File: src/rtl/core/swd_pkg.sv
package swd_pkg;

   localparam int unsigned HeaderWidth = 8;
   localparam int unsigned WordWidth   = 32;
   localparam int unsigned CountWidth  = 6;
   localparam int unsigned AckWidth    = 3;

   // Packed stream widths, whole bytes.
   localparam int unsigned ReqDataWidth = 48;
   localparam int unsigned RspDataWidth = 40;

   // Bit counts that end the longer phases.
   localparam logic [CountWidth-1:0] HeaderBits   = 6'd8;
   localparam logic [CountWidth-1:0] AckBits      = 6'd3;
   localparam logic [CountWidth-1:0] ReadBits     = 6'd32;
   localparam logic [CountWidth-1:0] WriteParity  = 6'd33;
   localparam logic [CountWidth-1:0] WriteLast    = 6'd40;
   localparam logic [CountWidth-1:0] SkipLast     = 6'd33;

   // Header bit that marks a read.
   localparam int unsigned HeaderReadBit = 2;

   typedef enum logic [2:0] {
      PH_IDLE  = 3'd0,
      PH_HDR   = 3'd1,
      PH_TURN  = 3'd2,
      PH_ACK   = 3'd3,
      PH_READ  = 3'd4,
      PH_WRITE = 3'd5,
      PH_LAST  = 3'd6,
      PH_SKIP  = 3'd7
   } phase_type;

   typedef enum logic [2:0] {
      ACK_OK    = 3'd1,
      ACK_WAIT  = 3'd2,
      ACK_FAULT = 3'd4
   } ack_code_type;

   typedef enum logic [2:0] {
      ST_OK     = 3'd0,
      ST_WAIT   = 3'd1,
      ST_FAULT  = 3'd2,
      ST_PARITY = 3'd3,
      ST_NO_ACK = 3'd4
   } status_type;

   typedef struct packed {
      logic                   line_in;
      logic [WordWidth-1:0]   write_data;
      logic [HeaderWidth-1:0] header;
      logic                   start_req;
   } req_item_type;

   typedef struct packed {
      logic [WordWidth-1:0] read_data;
      logic [AckWidth-1:0]  ack_bits;
      logic [2:0]           status;
      logic                 done_res;
      logic                 swdio_drive;
      logic                 swdio_out;
   } rsp_item_type;

endpackage

File: src/rtl/core/swd_in_reg.sv
// Input register: holds one item until the sequencer takes it.
module swd_in_reg (
   input  logic                  clock,
   input  logic                  reset,
   input  logic                  in_valid,
   output logic                  in_ready,
   input  swd_pkg::req_item_type in_item,
   input  logic                  take,
   output logic                  held_valid,
   output swd_pkg::req_item_type held_item
);

   logic                  valid_ff;
   logic                  valid_in;
   swd_pkg::req_item_type item_ff;

   assign in_ready   = !valid_ff || take;
   assign held_valid = valid_ff;
   assign held_item  = item_ff;

   always_comb begin
      valid_in = valid_ff;
      if (in_ready) begin
         valid_in = in_valid;
      end
   end

   always_ff @(posedge clock) begin
      if (reset) begin
         valid_ff <= 1'b0;
      end else begin
         valid_ff <= valid_in;
      end
   end

   always_ff @(posedge clock) begin
      if (in_valid && in_ready) begin
         item_ff <= in_item;
      end
   end

endmodule

File: src/rtl/core/swd_seq.sv
// Transaction sequencer: one wire tick per step.
module swd_seq (
   input  logic                  clock,
   input  logic                  reset,
   input  logic                  step,
   input  swd_pkg::req_item_type item,
   output swd_pkg::rsp_item_type result
);

   swd_pkg::phase_type                     phase_ff;
   swd_pkg::phase_type                     phase_in;
   logic [swd_pkg::CountWidth-1:0]         bit_count_ff;
   logic [swd_pkg::CountWidth-1:0]         bit_count_in;
   logic [swd_pkg::WordWidth-1:0]          shift_word_ff;
   logic [swd_pkg::WordWidth-1:0]          shift_word_in;
   logic [swd_pkg::HeaderWidth-1:0]        header_hold_ff;
   logic [swd_pkg::HeaderWidth-1:0]        header_hold_in;
   logic [swd_pkg::WordWidth-1:0]          write_hold_ff;
   logic [swd_pkg::WordWidth-1:0]          write_hold_in;
   logic [swd_pkg::AckWidth-1:0]           ack_hold_ff;
   logic [swd_pkg::AckWidth-1:0]           ack_hold_in;
   logic                                   parity_acc_ff;
   logic                                   parity_acc_in;
   logic [swd_pkg::CountWidth-1:0]         count_inc;
   logic [swd_pkg::CountWidth-1:0]         count_dec;
   logic [swd_pkg::AckWidth-1:0]           ack_next;

   assign count_inc = bit_count_ff + 6'd1;
   assign count_dec = bit_count_ff - 6'd1;

   // The acknowledge bit lands at the current count; counts stay below three here.
   always_comb begin
      ack_next = ack_hold_ff;
      case (bit_count_ff[1:0])
         2'd0:    ack_next[0] = ack_hold_ff[0] | item.line_in;
         2'd1:    ack_next[1] = ack_hold_ff[1] | item.line_in;
         2'd2:    ack_next[2] = ack_hold_ff[2] | item.line_in;
         default: ack_next = ack_hold_ff;
      endcase
   end

   // Next phase.
   always_comb begin
      phase_in = phase_ff;
      case (phase_ff)
         swd_pkg::PH_IDLE: begin
            if (item.start_req) begin
               phase_in = swd_pkg::PH_HDR;
            end
         end
         swd_pkg::PH_HDR: begin
            if (count_inc >= swd_pkg::HeaderBits) begin
               phase_in = swd_pkg::PH_TURN;
            end
         end
         swd_pkg::PH_TURN: begin
            phase_in = swd_pkg::PH_ACK;
         end
         swd_pkg::PH_ACK: begin
            if (count_inc >= swd_pkg::AckBits) begin
               if (ack_next == swd_pkg::ACK_OK) begin
                  if (header_hold_ff[swd_pkg::HeaderReadBit]) begin
                     phase_in = swd_pkg::PH_READ;
                  end else begin
                     phase_in = swd_pkg::PH_WRITE;
                  end
               end else if (ack_next == swd_pkg::ACK_WAIT ||
                            ack_next == swd_pkg::ACK_FAULT) begin
                  phase_in = swd_pkg::PH_LAST;
               end else begin
                  phase_in = swd_pkg::PH_SKIP;
               end
            end
         end
         swd_pkg::PH_READ: begin
            if (bit_count_ff >= swd_pkg::ReadBits) begin
               phase_in = swd_pkg::PH_LAST;
            end
         end
         swd_pkg::PH_WRITE: begin
            if (bit_count_ff >= swd_pkg::WriteLast) begin
               phase_in = swd_pkg::PH_IDLE;
            end
         end
         swd_pkg::PH_LAST: begin
            phase_in = swd_pkg::PH_IDLE;
         end
         swd_pkg::PH_SKIP: begin
            if (bit_count_ff >= swd_pkg::SkipLast) begin
               phase_in = swd_pkg::PH_IDLE;
            end
         end
         default: phase_in = swd_pkg::PH_IDLE;
      endcase
   end

   // Datapath and result.
   always_comb begin
      bit_count_in   = bit_count_ff;
      shift_word_in  = shift_word_ff;
      header_hold_in = header_hold_ff;
      write_hold_in  = write_hold_ff;
      ack_hold_in    = ack_hold_ff;
      parity_acc_in  = parity_acc_ff;
      result         = '0;
      case (phase_ff)
         swd_pkg::PH_IDLE: begin
            result.swdio_drive = 1'b1;
            if (item.start_req) begin
               header_hold_in   = item.header;
               write_hold_in    = item.write_data;
               result.swdio_out = item.header[0];
               bit_count_in     = 6'd1;
            end
         end
         swd_pkg::PH_HDR: begin
            result.swdio_drive = 1'b1;
            result.swdio_out   = header_hold_ff[bit_count_ff[2:0]];
            if (count_inc >= swd_pkg::HeaderBits) begin
               bit_count_in = '0;
            end else begin
               bit_count_in = count_inc;
            end
         end
         swd_pkg::PH_TURN: begin
            ack_hold_in  = '0;
            bit_count_in = '0;
         end
         swd_pkg::PH_ACK: begin
            ack_hold_in = ack_next;
            if (count_inc >= swd_pkg::AckBits) begin
               bit_count_in = '0;
               if (ack_next == swd_pkg::ACK_OK &&
                   header_hold_ff[swd_pkg::HeaderReadBit]) begin
                  shift_word_in = '0;
                  parity_acc_in = 1'b0;
               end
            end else begin
               bit_count_in = count_inc;
            end
         end
         swd_pkg::PH_READ: begin
            parity_acc_in = parity_acc_ff ^ item.line_in;
            if (bit_count_ff < swd_pkg::ReadBits) begin
               shift_word_in = {item.line_in, shift_word_ff[swd_pkg::WordWidth-1:1]};
               bit_count_in  = count_inc;
            end else begin
               bit_count_in = '0;
            end
         end
         swd_pkg::PH_WRITE: begin
            if (bit_count_ff != '0) begin
               result.swdio_drive = 1'b1;
               if (bit_count_ff <= swd_pkg::ReadBits) begin
                  result.swdio_out = write_hold_ff[count_dec[4:0]];
               end else if (bit_count_ff == swd_pkg::WriteParity) begin
                  result.swdio_out = ^write_hold_ff;
               end
            end
            if (bit_count_ff >= swd_pkg::WriteLast) begin
               result.done_res = 1'b1;
               result.status   = swd_pkg::ST_OK;
               result.ack_bits = ack_hold_ff;
               bit_count_in    = '0;
            end else begin
               bit_count_in = count_inc;
            end
         end
         swd_pkg::PH_LAST: begin
            result.done_res = 1'b1;
            result.ack_bits = ack_hold_ff;
            if (ack_hold_ff == swd_pkg::ACK_OK) begin
               result.status    = parity_acc_ff ? swd_pkg::ST_PARITY : swd_pkg::ST_OK;
               result.read_data = shift_word_ff;
            end else if (ack_hold_ff == swd_pkg::ACK_WAIT) begin
               result.status = swd_pkg::ST_WAIT;
            end else begin
               result.status = swd_pkg::ST_FAULT;
            end
            bit_count_in = '0;
         end
         swd_pkg::PH_SKIP: begin
            if (bit_count_ff >= swd_pkg::SkipLast) begin
               result.done_res = 1'b1;
               result.status   = swd_pkg::ST_NO_ACK;
               result.ack_bits = ack_hold_ff;
               bit_count_in    = '0;
            end else begin
               bit_count_in = count_inc;
            end
         end
         default: bit_count_in = '0;
      endcase
   end

   always_ff @(posedge clock) begin
      if (reset) begin
         phase_ff       <= swd_pkg::PH_IDLE;
         bit_count_ff   <= '0;
         shift_word_ff  <= '0;
         header_hold_ff <= '0;
         write_hold_ff  <= '0;
         ack_hold_ff    <= '0;
         parity_acc_ff  <= 1'b0;
      end else if (step) begin
         phase_ff       <= phase_in;
         bit_count_ff   <= bit_count_in;
         shift_word_ff  <= shift_word_in;
         header_hold_ff <= header_hold_in;
         write_hold_ff  <= write_hold_in;
         ack_hold_ff    <= ack_hold_in;
         parity_acc_ff  <= parity_acc_in;
      end
   end

   // Done only comes out of the three closing phases.
   assert property (@(posedge clock) disable iff (reset)
      (step && result.done_res) |->
         (phase_ff == swd_pkg::PH_WRITE || phase_ff == swd_pkg::PH_LAST ||
          phase_ff == swd_pkg::PH_SKIP))
      else $error("done outside a closing phase");

   // A finished transaction always returns the sequencer to idle.
   assert property (@(posedge clock) disable iff (reset)
      (step && result.done_res) |=> (phase_ff == swd_pkg::PH_IDLE))
      else $error("sequencer not idle after done");

   // The header is always driven by the host.
   assert property (@(posedge clock) disable iff (reset)
      (phase_ff == swd_pkg::PH_HDR) |->
         (result.swdio_drive && bit_count_ff < swd_pkg::HeaderBits))
      else $error("header tick released or out of range");

   // A status code other than OK appears only on the closing tick.
   assert property (@(posedge clock) disable iff (reset)
      (result.status != swd_pkg::ST_OK) |-> result.done_res)
      else $error("status without done");

endmodule

File: src/rtl/core/swd_out_reg.sv
// Result register: holds one finished item until the consumer takes it.
module swd_out_reg (
   input  logic                  clock,
   input  logic                  reset,
   input  logic                  load,
   input  swd_pkg::rsp_item_type load_item,
   output logic                  can_load,
   output logic                  out_valid,
   input  logic                  out_ready,
   output swd_pkg::rsp_item_type out_item
);

   logic                  valid_ff;
   logic                  valid_in;
   swd_pkg::rsp_item_type item_ff;

   assign can_load  = !valid_ff || out_ready;
   assign out_valid = valid_ff;
   assign out_item  = item_ff;

   always_comb begin
      valid_in = valid_ff;
      if (load) begin
         valid_in = 1'b1;
      end else if (out_ready) begin
         valid_in = 1'b0;
      end
   end

   always_ff @(posedge clock) begin
      if (reset) begin
         valid_ff <= 1'b0;
      end else begin
         valid_ff <= valid_in;
      end
   end

   always_ff @(posedge clock) begin
      if (load) begin
         item_ff <= load_item;
      end
   end

endmodule

File: src/rtl/core/swd_host_transaction_unit.sv
// Serial Wire Debug host transaction sequencer. Each input item stands for one
// wire clock tick and produces exactly one result item: the level and drive
// enable for the data line on that tick, and on the closing tick of a
// transaction a done flag (rsp_tlast) with status, raw acknowledge and, for a
// read, the received word. A transaction starts on an item with start_req set
// while idle; that tick already drives header bit 0. The header goes out least
// significant bit first, then one turnaround and three acknowledge bits are
// sampled. An OK read samples 32 data bits and parity and ends after one more
// turnaround, reporting a parity error if the parity does not match; an OK
// write takes one turnaround and then drives 32 data bits, parity and seven
// low bits; WAIT or FAULT end after one turnaround, and any other acknowledge
// skips 34 released ticks and reports no valid acknowledge. The block takes one
// item per clock cycle while the result side keeps up: an item passes an input
// register and the sequencer step into a result register, which offers the
// result; the sequencer steps only while the result register has room. The
// sustained rate is one item per cycle while rsp_tready stays high and is set
// by the sequencer step, whose state feeds the next tick. req_tready follows
// rsp_tready combinationally when both registers are full.
module swd_host_transaction_unit (
   input  logic        clock,
   input  logic        reset,
   input  logic        req_tvalid,
   output logic        req_tready,
   // [0] start_req, [8:1] header, [40:9] write_data, [41] line_in, [47:42] zero
   input  logic [47:0] req_tdata,
   output logic        rsp_tvalid,
   input  logic        rsp_tready,
   // [0] swdio_out, [1] swdio_drive, [4:2] status, [7:5] ack_bits,
   // [39:8] read_data
   output logic [39:0] rsp_tdata,
   output logic        rsp_tlast
);

   swd_pkg::req_item_type req_item;
   swd_pkg::req_item_type held_item;
   swd_pkg::rsp_item_type step_result;
   swd_pkg::rsp_item_type rsp_item;
   logic                  held_valid;
   logic                  can_load;
   logic                  step;

   // The packed input matches the item layout; the top padding bits are dropped.
   assign req_item = swd_pkg::req_item_type'(req_tdata[$bits(swd_pkg::req_item_type)-1:0]);

   // The sequencer advances only when the result register has room.
   assign step = held_valid && can_load;

   swd_in_reg u_in_reg (
      .clock      (clock),
      .reset      (reset),
      .in_valid   (req_tvalid),
      .in_ready   (req_tready),
      .in_item    (req_item),
      .take       (can_load),
      .held_valid (held_valid),
      .held_item  (held_item)
   );

   swd_seq u_seq (
      .clock  (clock),
      .reset  (reset),
      .step   (step),
      .item   (held_item),
      .result (step_result)
   );

   swd_out_reg u_out_reg (
      .clock     (clock),
      .reset     (reset),
      .load      (step),
      .load_item (step_result),
      .can_load  (can_load),
      .out_valid (rsp_tvalid),
      .out_ready (rsp_tready),
      .out_item  (rsp_item)
   );

   assign rsp_tlast = rsp_item.done_res;
   assign rsp_tdata = {rsp_item.read_data, rsp_item.ack_bits, rsp_item.status,
                       rsp_item.swdio_drive, rsp_item.swdio_out};

endmodule

File: config.mk
export PLATFORM = sky130hd
export DESIGN_NAME = swd_host_transaction_unit
export DESIGN_NICKNAME = d
export VERILOG_FILES = /design/src/rtl/core/swd_pkg.sv /design/src/rtl/core/swd_in_reg.sv /design/src/rtl/core/swd_seq.sv /design/src/rtl/core/swd_out_reg.sv /design/src/rtl/core/swd_host_transaction_unit.sv
export SDC_FILE = /design/constraint.sdc
export NUM_CORES = 1
export LEC_CHECK = 0
export ABC_AREA = 1
export BUFFER_PORTS_ARGS = -buffer_cell sky130_fd_sc_hd__buf_4
export CAP_MARGIN = 5
export CELL_PAD_IN_SITES_DETAIL_PLACEMENT = 0
export CELL_PAD_IN_SITES_GLOBAL_PLACEMENT = 1
export CORE_UTILIZATION = 40
export CTS_CLUSTER_DIAMETER = 40
export DETAILED_ROUTE_END_ITERATION = 8
export PLACE_DENSITY_LB_ADDON = 0.3
export SLEW_MARGIN = 20
export SYNTH_ARGS = -nofsm -noshare
export SYNTH_HDL_FRONTEND = slang
export SYNTH_SLANG_ARGS = --single-unit
File: constraint.sdc
create_clock -name clock -period 5.65 [get_ports clock]
set_input_delay 1.13 -clock clock [delete_from_list [all_inputs] [get_ports clock]]
set_output_delay 1.13 -clock clock [all_outputs]
set_load 0.05 [all_outputs]
### Yosys cells after proc, flatten, opt, wreduce, memory -nomap -nowiden

Cells that the tools add are included.

* word-level logic and storage cells: 125
* output and inout port bits: 43
* RAM bits: 0
* ROM bits: 0
* latch bits: 0
* flip-flop bits (word level): 170
* input bits: 52
* memories: 0

* divide/modulo/power cells: 0
* shift-type cells: 0
* eq/ne operators: 23
* bitwise operators: 4
* reduce and logical (&&, ||, !) cells: 23
* multipliers: 0
* $lt $le $gt $ge: 9
* add/sub/neg operators: 2
* mux-type cells: 45

Operator list (number)
* $mux 32: 3
* $pmux 32 s2: 1
* $pmux 6 s7: 1
* $mux 6: 6
* $reduce_xor 32->1: 1
* $mux 3: 8
* $pmux 3 s8: 1
* $pmux 7 s3: 1
* $ge 6x6->1 const B: 3
* $eq 3x3->1 const B: 5
* $mux 1: 14
* $mux 7: 2
* $ne 2x1->1 const B: 7
* $eq 3x2->1 const B: 4
* $eq 3x1->1 const B: 3
* $reduce_and 7->1: 1
* $add 6x1->6 const B: 1
* $eq 6x6->1 const B: 1
* $ge 6x2->1 const B: 1
* $ge 6x4->1 const B: 1
* $le 6x6->1 const B: 1
* $lt 5x6->1 const B: 1
* $lt 6x6->1 const B: 1
* $mux 2: 3
* 24 further kinds: 35

### Logic depth before layout (Yosys ltp)

* word-level depth: 8
* gate-level depth with buffers: 16
* gate-level depth less buffers: 16

### By module

A second synthesis with hierarchy kept.

* cells, all modules: 947
* area total of the unflattened synthesis: 7855.0 sq um

Modules (own cells, without submodules)
* swd_seq: area each 5265.0 sq um, cells an instance 851, instances 1, sequential area each 1701.6 sq um
* swd_in_reg: area each 1308.8 sq um, cells an instance 48, instances 1, sequential area each 1281.2 sq um
* swd_out_reg: area each 1273.7 sq um, cells an instance 46, instances 1, sequential area each 1251.2 sq um
* swd_host_transaction_unit: area each 7.5 sq um, cells an instance 2, instances 1, sequential area each 0.0 sq um

### Worst setup path after synthesis

No wires, ideal clock.

* path type: input-to-reg
* start point: input rsp_tready
* end point: register u_seq.phase_ff[1]
* path buffers: 0
* stages: 9
* library setup time: 113 ps
* required time: 5537 ps
* path slack: 2625 ps
* arrival time: 2912 ps
* cells stage by stage: inv_1 nand2_1 nand2_1 inv_1 nand3_1 nor2_2 nand2_1 nand2_1 nor2_1

* cells in the longest elaborated chain, start to end: 3

RTL lines
* start, declared: line swd_host_transaction_unit.sv:27 `input logic rsp_tready,`
* $logic_or 1x1->1: line swd_out_reg.sv:17 `assign can_load = !valid_ff || out_ready;`
* $logic_and 1x1->1: line swd_host_transaction_unit.sv:46 `assign step = held_valid && can_load;`
* via step: line swd_host_transaction_unit.sv:40 `logic step;`
* $reduce_and 7->1 (no line)
* end signal, assigned: line swd_seq.sv:198 `phase_ff <= swd_pkg::PH_IDLE;`
* end signal, assigned: line swd_seq.sv:206 `phase_ff <= phase_in;`
* end, declared: line swd_seq.sv:10 `swd_pkg::phase_type phase_ff;`

The timed path passes the listed nets, and every way through them passes these cells.
A chain may end at the register's enable or synchronous reset.

==> impl_metrics.py <==
metrics = {
    "synth": {
        "synth.distinct_cells": 38,
        "synth_area_um2": 7786,
        "ys_seq_area_frac": 0.5438,
        "syn_avg_cell_area_um2": 8.266,
        "ys_ff_latch": 170,
        "synth_warnings": 0,
        "synth_nets": 1001,
        "synth_cells": 942,
    },
    "setup_path": {
        "ff2ff_path_depth": 13,
        "cp_common_cell": "nand3_1",
        "end_kind": "register",
        "rrSetupSlack_ns": 2.69,
        "worstReg2RegEnd": "u_out_reg.out_item[0]$_DFFE_PP_",
        "slowest_delay_ns": 0.58,
        "critPathKind": "register to register",
        "cp.arrival_ns": 3.14,
        "worst-path-buf-inv": 3,
        "cp_slowest_cell": "ha_1",
        "cp_cell_sequence": "inv_1 > ha_1 > clkinv_1 > a21oi_1 > o21ai_0 > nand3_1 > nand3_1 > nand3_1 > nand3_1 > nand2_1 > inv_1 > nand2_1 > nand2_1",
        "cp_max_fo": 10,
        "cp-start-kind": "register",
        "critPathTopFamily": "buffers and inverters",
        "required_ns": 5.83,
        "r2r_start": "u_seq.bit_count_ff[1]$_SDFFE_PP0P_",
    },
    "placement": {
        "place_hpwl_mm": 11.00,
        "port_buffers": 88,
        "dp_slack_ns": 2.383,
        "dp.cells": 1258,
        "placed_area_um2": 8631,
        "gp_congestion": 0.7946,
    },
    "pwr": {
        "comb_power_share": 0.127,
        "max-vdd-ir-drop_uv": 224.3,
        "finalPower_mw": 2.958,
        "pwr-share-clk": 0.407,
        "switchingPower_uw": 817.9,
        "powerDensity_nw_per_um2": 320.2,
        "switching_share": 0.2765,
        "leakage_nw": 3.645,
        "p_int_mw": 2.140,
        "share_seq_of_total_power": 0.466,
    },
    "route": {
        "wl_mm": 16.93,
        "route.top_layer_used": "met4",
        "wl_met1_mm": 8.457,
        "ant_nets": 0,
        "avgRoutedWirePerCell_um": 13.12,
        "route.met2.wl_mm": 7.534,
        "dr_wl_met3_um": 743,
        "route.detailed.drc": 0,
        "viasPerCell": 4.832,
        "vias": 6233,
        "drtPass1Iterations": 5,
        "drt_iter0_drc": 321,
    },
    "min_path": {
        "hold_depth": 2,
        "holdCritPathClass": "register to register",
        "min_to": "u_seq.header_hold_ff[0]$_SDFFE_PP0P_",
        "worstHoldStart": "u_seq.header_hold_ff[0]$_SDFFE_PP0P_",
    },
    "global_route": {
        "grt_pass1_vias": 5920,
        "antenna_found_initial": 0,
        "grt_max_degree": 47,
        "grt_pass1_wl_mm": 28.48,
        "overflow": 0,
        "gr-usage-all-layers": 0.1786,
    },
    "clocking": {
        "cts_tree": "done",
        "clk_latency_ns": 0.43,
        "clkSlewWorstSetupHoldPaths_ns": 0.07,
        "post_cts_resized": 0,
        "root_buffer": "clkbuf_16",
        "holdBufCountCts": 0,
        "postCtsSetupBuffers": 0,
        "cts_buffers": 17,
        "clock_path_buffers": 2,
        "cts_sinks": 170,
        "cts_max_level": 4,
    },
    "floorplanning": {
        "initial_core_util": 0.4121,
        "die_h_um": 141.5,
        "io_pins": 95,
        "die_area_um2": 20030,
        "rows": 50,
        "die_x_um": 141.5,
        "core_um2": 18890,
    },
    "cells_and_area": {
        "antenna-diode-count": 0,
        "layout_common_cells": "247 x nand2_1, 109 x inv_1, 95 x nor2_1, 95 x buf_4, 87 x dfxtp_1",
        "fin_nets": 1076,
        "nFillCells": 1894,
        "final_cells": 1290,
        "layout_commonest_cell": "nand2_1",
        "final_core_util": 0.4890,
        "syn_to_final_growth_pct": 18.66,
        "drive_gt1_frac": 0.1612,
        "stdcell_area_um2": 9239,
    },
    "timing": {
        "fin_skew_ns": 0.01177,
        "whs_ns": 0.4661,
        "period_share": 0.5243,
        "tightest_slew_ns": 1.033,
        "relSlewSlack": 0.3078,
        "finalCriticalPeriod_ns": 2.962,
        "rsz0062_at_grt": "false",
        "tns_ns": 0,
        "slew_violations": 0,
        "max_freq_mhz": 337.6,
        "setup_slack_ns": 2.688,
        "hold_viol_final": 0,
        "setup_viol": 0,
    },
    "run": {
        "maxCapViolCount": 0,
    },
    "run_status": {
        "status": "complete, no violations",
    },
}
## worst max path at each step
stage / start / to / slack, ns / cells past startpoint
2_1_floorplan: rsp_tready / u_seq.phase_ff[1]$_SDFFE_PP0P_ / 2.62 / 9
3_3_place_gp: rsp_tready / u_seq.write_hold_ff[15]$_SDFFE_PP0P_ / 2.39 / 9
3_5_place_dp: rsp_tready / u_seq.write_hold_ff[15]$_SDFFE_PP0P_ / 2.38 / 9
4_1_cts: u_seq.bit_count_ff[1]$_SDFFE_PP0P_ / u_out_reg.out_item[0]$_DFFE_PP_ / 2.61 / 13
5_1_grt: u_seq.bit_count_ff[1]$_SDFFE_PP0P_ / u_out_reg.out_item[0]$_DFFE_PP_ / 2.39 / 13
6_report: u_seq.bit_count_ff[1]$_SDFFE_PP0P_ / u_out_reg.out_item[0]$_DFFE_PP_ / 2.69 / 13
## layer usage
| metal | vias to the layer above | track usage |
|---|---|---|
| li1 | 3230 | - |
| met1 | 2856 | 0.2489 |
| met2 | 132 | 0.2769 |
| met3 | 15 | 0.03881 |
| met4 | 0 | 0.05490 |
| met5 | - | 0 |
## kinds of logic (layout without fill, tap and decap cells)
kind of cell / after synthesis / after routing / synth area share
xor+xnor: 4 / 4 / 0.004500
buf+inv: 157 / 245 / 0.08179
flops: 170 / 170 / 0.5438
fa+ha+maj: 7 / 7 / 0.01125
compound gates: 171 / 171 / 0.1205
simple gates: 433 / 433 / 0.2381
## worst reg2reg max path, cell delays in order, from the launching register on
cell and delay [ns]:
dfxtp_1 0.55, inv_1 0.19, ha_1 0.58, clkinv_1 0.44
a21oi_1 0.21, o21ai_0 0.15, nand3_1 0.12, nand3_1 0.09
nand3_1 0.10, nand3_1 0.08, nand2_1 0.07, inv_1 0.03
nand2_1 0.05, nand2_1 0.04
## Yosys cell counts (all sizes together)
| cell | number | area (um2) |
|---|---|---|
| nor3 | 8 | 62.56 |
| a31oi | 2 | 18.77 |
| buf | 18 | 115.1 |
| nand4 | 36 | 225.2 |
| o21ai | 66 | 330.3 |
| o311ai | 1 | 8.760 |
| nand3 | 26 | 130.1 |
| nand2 | 259 | 1007 |
| dfxtp | 87 | 1742 |
| o221ai | 1 | 8.760 |
| o211ai | 2 | 28.78 |
| ha | 7 | 87.58 |
| edfxtp | 83 | 2492 |
| nor2 | 102 | 415.4 |
| a211oi | 2 | 15.01 |
| o22ai | 1 | 6.260 |
| inv | 116 | 435.4 |
| clkinv | 2 | 7.510 |
| nand3b | 1 | 7.510 |
| xor2 | 3 | 26.28 |
| a31o | 1 | 8.760 |
| xnor2 | 1 | 8.760 |
| a21oi | 95 | 513.0 |
| nor4 | 1 | 6.260 |
| clkbuf | 21 | 78.83 |
## power by group through the flow
stage          sequential [mW]  clock, mW  combinational, mW
2_1_floorplan             1.45          0              0.224
3_3_place_gp              1.41          0              0.376
3_5_place_dp              1.40          0              0.379
4_1_cts                   1.38       1.24              0.381
5_1_grt                   1.38       1.28              0.426
6_report                  1.38       1.20              0.377
## area by class of cell
type	count	area [um2]	share of cell area
clock buffers	18	429.2	0.04645
clock inverters	14	178.9	0.01937
inverters	118	442.9	0.04794
multi-input cells	615	2915	0.3155
flip-flops and latches	170	4234	0.4583
well taps	260	325.3	0.03521
repair buffers	95	713.2	0.07719
## state kept, by name, summed over array words and instances (netlist names)
register	count
u_seq.ack_hold_ff	3
u_seq.parity_acc_ff	1
u_out_reg.out_valid	1
u_seq.shift_word_ff	32
u_seq.bit_count_ff	6
u_seq.write_hold_ff	32
u_in_reg.held_item	42
u_seq.header_hold_ff	8
u_out_reg.out_item	41
u_in_reg.held_valid	1
u_seq.phase_ff	3
Power figures use the tool's default switching activity.
